**src/ttb_pkg.sv**
```systemverilog
// ----------------------------------------------------------------------------
// ttb_pkg: shared types and constants for the triangle tangent block
// Widths of the vertex and result fields and the control state encoding.
// ----------------------------------------------------------------------------
package ttb_pkg;

	localparam int PosW  = 24;
	localparam int UvW   = 16;
	localparam int OutW  = 32;
	localparam int FracSh = 12;

	// edge: PosW+1, delta: UvW+1, det: 2*(UvW+1)+1, numerator: PosW+UvW+3
	localparam int EdgeW = PosW + 1;
	localparam int DltW  = UvW + 1;
	localparam int DetW  = 2 * DltW + 1;
	localparam int NumW  = EdgeW + DltW + 1;
	// dividend is |num| << FracSh; quotient needs NumW+FracSh bits before clamp
	localparam int DvdW  = NumW + FracSh;
	localparam int CntW  = $clog2(DvdW + 1);

	localparam int InDataW  = ((3 * PosW + 2 * UvW + 7) / 8) * 8;
	localparam int OutDataW = ((6 * OutW + 1 + 7) / 8) * 8;

	typedef enum logic [1:0] {
		PH_V0 = 2'd0,
		PH_V1 = 2'd1,
		PH_V2 = 2'd2
	} phase_t;

	typedef enum logic [2:0] {
		ST_IDLE,
		ST_PREP,
		ST_DIV,
		ST_NEXT,
		ST_OUT
	} state_t;

	// handshake between the sequencer and the serial divider
	typedef struct packed {
		logic start;
		logic busy;
		logic done;
	} div_ctl_t;

endpackage

```
**src/ttb_div.sv**
```systemverilog
// ----------------------------------------------------------------------------
// ttb_div: bit-serial restoring divider
// One quotient bit per cycle; signed Q20.12 result with saturation.
// ----------------------------------------------------------------------------
module ttb_div (
	input  logic                              clk,
	input  logic                              arst_n,
	input  logic                              start,
	input  logic signed [ttb_pkg::NumW-1:0]   num,
	input  logic signed [ttb_pkg::DetW-1:0]   den,
	output logic                              busy,
	output logic                              done,
	output logic [ttb_pkg::OutW-1:0]          quo
);

	localparam int DvdW = ttb_pkg::DvdW;
	localparam int DetW = ttb_pkg::DetW;
	localparam int OutW = ttb_pkg::OutW;

	logic [DvdW-1:0]        dvd_q;   // shifts out dividend, shifts in quotient
	logic [DetW:0]          rem_q;
	logic [DetW-1:0]        dmag_q;
	logic                   neg_q;
	logic [ttb_pkg::CntW-1:0] cnt_q;
	logic                   busy_q;
	logic                   done_q;

	logic [DetW:0]          trial;
	logic [DetW+1:0]        diff;
	logic [ttb_pkg::NumW-1:0] nmag;
	logic [DetW-1:0]        dmag;
	logic                   ovf;
	logic [OutW:0]          mag;

	assign nmag = num[ttb_pkg::NumW-1] ? ttb_pkg::NumW'(-num) : ttb_pkg::NumW'(num);
	assign dmag = den[DetW-1] ? DetW'(-den) : DetW'(den);
	assign trial = {rem_q[DetW-1:0], dvd_q[DvdW-1]};
	assign diff  = {1'b0, trial} - {2'b0, dmag_q};

	always_ff @(posedge clk or negedge arst_n) begin
		if (!arst_n) begin
			busy_q <= 1'b0;
			done_q <= 1'b0;
			cnt_q  <= '0;
		end else begin
			done_q <= 1'b0;
			if (start) begin
				busy_q <= 1'b1;
				cnt_q  <= ttb_pkg::CntW'(DvdW);
			end else if (busy_q) begin
				cnt_q <= cnt_q - 1'b1;
				if (cnt_q == ttb_pkg::CntW'(1)) begin
					busy_q <= 1'b0;
					done_q <= 1'b1;
				end
			end
		end
	end

	always_ff @(posedge clk) begin
		if (start) begin
			dvd_q  <= {nmag, {ttb_pkg::FracSh{1'b0}}};
			rem_q  <= '0;
			dmag_q <= dmag;
			neg_q  <= num[ttb_pkg::NumW-1] ^ den[DetW-1];
		end else if (busy_q) begin
			if (!diff[DetW+1]) begin
				rem_q <= diff[DetW:0];
				dvd_q <= {dvd_q[DvdW-2:0], 1'b1};
			end else begin
				rem_q <= trial;
				dvd_q <= {dvd_q[DvdW-2:0], 1'b0};
			end
		end
	end

	// quotient bits above bit 30 mean the magnitude is past the range
	assign ovf = |dvd_q[DvdW-1:OutW-1];
	assign mag = ovf ? {2'b01, {(OutW-1){1'b0}}} : {2'b00, dvd_q[OutW-2:0]};

	always_comb begin
		if (neg_q)
			quo = OutW'(-mag);
		else if (ovf)
			quo = {1'b0, {(OutW-1){1'b1}}};
		else
			quo = mag[OutW-1:0];
	end

	assign busy = busy_q;
	assign done = done_q;

endmodule

```
**config.mk**
```make
export PLATFORM = sky130hd
export DESIGN_NAME = ttb_div
export DESIGN_NICKNAME = d
export VERILOG_FILES = /design/src/ttb_pkg.sv /design/src/ttb_div.sv
export SDC_FILE = /design/constraint.sdc
export NUM_CORES = 1
export LEC_CHECK = 0
export BUFFER_PORTS_ARGS = -buffer_cell sky130_fd_sc_hd__buf_2
export CORE_MARGIN = 1
export CORE_UTILIZATION = 40
export CTS_CLUSTER_DIAMETER = 80
export DETAILED_ROUTE_END_ITERATION = 12
export PLACE_DENSITY = 0.67
export SLEW_MARGIN = 15
export SYNTH_ARGS = -nofsm -noshare
export SYNTH_HDL_FRONTEND = slang
export SYNTH_SLANG_ARGS = --single-unit
```
**constraint.sdc**
```tcl
create_clock -name clk -period 8.08 [get_ports clk]
set_input_delay 1.212 -clock clk [delete_from_list [all_inputs] [get_ports clk]]
set_output_delay 1.212 -clock clk [all_outputs]
set_load 0.01 [all_outputs]
```
## Yosys cells after proc, flatten, opt, wreduce, memory -nomap -nowiden

Cells that the tools add are included.

| storage, ports and cells | value |
|---|---|
| flip-flop bits (word level) | 134 |
| input bits | 81 |
| word-level logic and storage cells | 35 |

| cells by class | value |
|---|---|
| add/subtract/negate cells | 5 |
| equal/unequal tests | 1 |
| mux-type cells | 17 |
| bitwise operators | 1 |
| reductions and logical operators | 2 |

Operators with widths:

| cell | count |
|---|---|
| two-way mux 55 bit | 2 |
| two-way mux 32 bit | 3 |
| two-way mux 43 bit | 1 |
| negator 43 bit | 1 |
| subtractor 36 x 35 -> 37 bit | 1 |
| two-way mux 35 bit | 1 |
| negator 35 bit | 1 |
| two-way mux 34 bit | 1 |
| negator 32 bit | 1 |
| OR reduction 24 bit | 1 |
| two-way mux 6 bit | 2 |
| two-way mux 1 bit | 7 |
| equality test 6 x 1 -> 1 bit (second input constant) | 1 |
| subtractor 6 x 1 -> 6 bit (second input constant) | 1 |
| nonzero test 2 bit | 1 |
| XOR 1 bit | 1 |

## Logic depth before layout (Yosys ltp)

| depth | value |
|---|---|
| depth after elaboration | 4 |
| mapped depth | 14 |
| gate-level depth less buffers | 12 |

## Worst setup path after synthesis

OpenSTA, ideal clock, no wires.

| timing | value |
|---|---|
| path kind | input to register |
| start | in den[8] (netlist bit) |
| end | reg dmag_q[32] (data pin) |
| data arrival time | 3.887 ns |
| required time | 7.817 ns |
| slack | 3.930 ns |
| stages | 7 |
| cell sequence | or4_4 -> or4_4 -> or4_4 -> or3_4 -> or4_4 -> o41ai_2 -> xnor2_1 |

| between the ends | value |
|---|---|
| longest elaborated chain between the ends | 2 |

Ends and longest elaborated chain:

| item | line | text |
|---|---|---|
| from (decl) | ttb_div.sv:10 | `input logic signed [ttb_pkg::DetW-1:0] den,` |
| negator 35 bit | ttb_div.sv:36 | `assign dmag = den[DetW-1] ? DetW'(-den) : DetW'(den);` |
| two-way mux 34 bit | ttb_div.sv:36 |  |
| via dmag[32] | ttb_div.sv:31 | `logic [DetW-1:0] dmag;` |
| to (signal assigned) | ttb_div.sv:64 | `dmag_q <= dmag;` |
| to (decl) | ttb_div.sv:22 | `logic [DetW-1:0] dmag_q;` |

The timed path passes the listed nets, and every way through them passes these cells.
A chain may end at the register's enable or synchronous reset.

## Final worst setup path

| timing | value |
|---|---|
| start | reg dvd_q[39] |
| end | out quo[20] (netlist bit) |

| between the ends | value |
|---|---|
| longest elaborated chain between the ends | 4 |

Ends and longest elaborated chain:

| item | line | text |
|---|---|---|
| from (decl) | ttb_div.sv:20 | `logic [DvdW-1:0] dvd_q;` |
| from (signal assigned) | ttb_div.sv:62 | `dvd_q <= {nmag, {ttb_pkg::FracSh{1'b0}}};` |
| from (signal assigned) | ttb_div.sv:69 | `dvd_q <= {dvd_q[DvdW-2:0], 1'b1};` |
| from (signal assigned) | ttb_div.sv:72 | `dvd_q <= {dvd_q[DvdW-2:0], 1'b0};` |
| OR reduction 24 bit (*) | ttb_div.sv:78 | `assign ovf = \|dvd_q[DvdW-1:OutW-1];` |
| two-way mux 32 bit | ttb_div.sv:79 | `assign mag = ovf ? {2'b01, {(OutW-1){1'b0}}} : {2'b00, dvd_q[OutW-2:0]};` |
| negator 32 bit or two-way mux 32 bit (tied branches) | ttb_div.sv:83, ttb_div.sv:84 |  |
| two-way mux 32 bit (*) | ttb_div.sv:82 | `if (neg_q)` |
| to (decl) | ttb_div.sv:13 | `output logic [ttb_pkg::OutW-1:0] quo` |

Every way passes the cells marked *; elsewhere a longest branch is shown, timed or not.

==> results.txt <==
Post-Synthesis Cells - 1128
Slew Limit Fails - 0
CP max stage delay - 0.51 ns
Fin crit period - 5.03 ns
Largest net degree at the start of global routing - 80
Post-synthesis sequential area ratio - 0.358
Starting DRC count in detailed routing - 907
Top Ports - 115
Post-Syn Area - 9820 um^2
First-pass detailed-route iteration total - 6
GRT Resource Usage Total - 0.198
IO buf count - 114
Area grow syn2layout - 14.2%
Endpoint class of the critical path - output port
Worst Path Max Fanout - 23
CP max-delay cell - o21bai_1
Antenna viol nets, final - 0
Final setup vio count - 0
Rows - 56
Grt total ovfl - 0
Worst hold slack - 0.482 ns
Pwr Density - 270 nW/um^2
Unrepaired setup endpoints after global routing - false
Final worst clock skew - 0.0125 ns
Peak VDD IR - 131 uV
Die ar. - 25200 um^2
Final hold viol count - 0
Clk sinks - 134
Worst hold path class - flip-flop to flip-flop
Vias in the first global route - 7911
Clk root buf - clkbuf_16
FMAX - 199 MHz
Worst Path Arrival - 3.82 ns
Via count - 8747
Static leakage - 4.51 nW
CP required - 6.87 ns
Clk pin slew, worst setup/hold paths - 0.07 ns
Core area - 23800 um^2
Avg Cell Area, Syn - 8.71 um^2
Dpl ws - 3.58 ns
CTS Hold Bufs - 0
GP Congestion - 0.928
Crit path cell chain - nor4_1 > nand4_1 > nor2_1 > buf_4 > nand2_1 > ha_1 > o21ai_0 > o21bai_1 > o21ai_0 > a21o_1 > a21oi_1 > buf_2
DPL Wire Length - 17100 um
Cell mode on critical path - o21ai_0
Crit Path Class - flip-flop to output port
Clk buf depth - 2
Die width - 159 um
Flops & latches, synth - 134
Die Y - 159 um
Synth top area share - 0.242
Post-synth ARST share - 0.0597
Syn Nets - 1250
Final TNS setup - 0 ns
H-tree levels - 4
Initial Util - 0.413
Worst Setup Start Kind - flip-flop
Most used DFF post-synth - edfxtp_1
Layout cells sized above 1 - 0.142
Final worst-path setup slack - 3.05 ns
Yosys top cell by area - edfxtp_1
Average vias per placed instance - 5.71
Met1 usage - 0.270
Initial antenna violation count - 0
Max Cap Violations - 0
Commonest cells post-synth - nor2_1 (106), nand2_1 (103), xnor2_1 (95)
Grt met3 use - 0.0340
Largest cells by area after synthesis - edfxtp_1 (24%), dfxtp_1 (9.6%), xnor2_1 (8.5%)
Worst-Margin Slew - 1.14 ns
Post CTS Setup Buffer Count - 0
TritonCTS Buffers - 17
Post-synth EDFFs - 79
Ys Warns - 0
Status - completed
Fillers - 2296
Gr busiest metal - met2
Fin nets - 1323
Post-CTS sizing - 0
Yosys cell types - 66
Final wirelength - 24400 um
N_diodes - 0
Routed wire per std cell - 15.9 um
Relative slew slack - 0.237
CTS tree - done
Most numerous cell in the Yosys netlist - nor2_1
Global-route wire length before repair - 39900 um
Clk_lat worst skew - 0.42 ns
GR Util met2 - 0.315
DRC - 0
Final period util - 0.623
==> logic make-up after synthesis <==
logic type                 Yosys count  synth area share
muxes                               38            0.0389
AOI/OAI and AO/OA                  334             0.237
adders and majority gates           41            0.0530
and+or+nand+nor                    348             0.171
xor gates and xnor gates           104            0.0928
DFF                                134             0.358
buffers and inverters              129            0.0496
==> stage by stage <==
stage | power (W) | cells | instance area (um^2) | utilization
final | 0.00303 | 1533 | 11200 | 0.472
after global routing | 0.00323 | 1533 | 11200 | 0.472
after CTS | 0.00304 | 1533 | 11200 | 0.472
after detailed placement | 0.00222 | 1501 | 10600 | 0.446
after global placement | 0.00219 | 1501 | 10600 | 0.446
after floorplan | 0.00193 | 1128 | 9820 | -
==> routing by layer <==
| metal | vias up | wire length [um] |
|---|---|---|
| li1 | 4330 | - |
| met4 | 0 | 513 |
| met3 | 48 | 1530 |
| met2 | 308 | 10900 |
| met5 | - | 0 |
| met1 | 4061 | 11400 |
==> layout make-up <==
type | instances | area (um^2) | share of cell area
Clock buffer | 18 | 429 | 0.0383
Clock inverter | 14 | 178 | 0.0158
Inverter | 61 | 229 | 0.0204
Multi-Input combinational cell | 865 | 5830 | 0.520
Sequential cell | 134 | 3510 | 0.314
Tap cell | 319 | 399 | 0.0356
Timing Repair Buffer | 122 | 633 | 0.0565
==> final timing paths <==
check                           startpoint        end  slack (ns)  depth (start not counted)
worst max-delay path             dvd_q[39]    quo[20]        3.05                         12
worst min-delay path             rem_q[26]  rem_q[26]        0.48                          2
worst max register to register   dvd_q[54]  rem_q[11]        4.15                         13
worst min register to register   rem_q[26]  rem_q[26]        0.48                          2
max in group asynchronous           arst_n       busy        7.26                          1
min in group asynchronous           arst_n   cnt_q[5]        0.63                          1
==> placed cells by master, fill, tap and decap left out, types with 5 or more instances in the layout <==
cell type	instances
buf_2	113
or3_1	14
dfxtp_1	47
o41ai_1	13
o311ai_0	13
a22o_1	46
a21o_1	11
nor3_1	23
o31ai_1	26
a211oi_1	25
nand2b_1	15
nor2_1	105
a31oi_1	7
clkbuf_16	17
nand3b_1	5
buf_4	9
nor4_1	15
nand2_1	103
or2_2	5
dfrtp_1	7
o21bai_1	6
a21oi_1	53
ha_1	40
nand3_1	14
a311oi_1	6
edfxtp_1	79
nand4_1	8
clkinv_4	5
xor2_1	9
inv_1	61
o21a_1	9
mux2i_1	37
or4_1	16
xnor2_1	95
o211ai_1	5
o21ai_0	79
==> critical path: cells and delay by family (launching register included) <==
| kind | cells | cell delay [ns] |
|---|---|---|
| buffers and inverters | 2 | 0.41 |
| adder cells (fa/ha/maj) | 1 | 0.37 |
| flip-flops | 1 | 0.39 |
| AND/OR/NAND/NOR | 4 | 0.83 |
| AO/OA/AOI/OAI | 5 | 1.37 |
==> sequential cells by signal, summed over array words and instances (netlist names) <==
signal  flops
busy        1
dvd_q      55
dmag_q     35
done        1
rem_q      35
neg_q       1
cnt_q       6
==> report_power, final <==
| part | switching [W] | internal, W |
|---|---|---|
| sequential | 0.000109 | 0.000864 |
| combinational | 0.000701 | 0.000557 |
| clock | 0.000310 | 0.000489 |
Note: power is estimated with default switching activity, not from simulation.
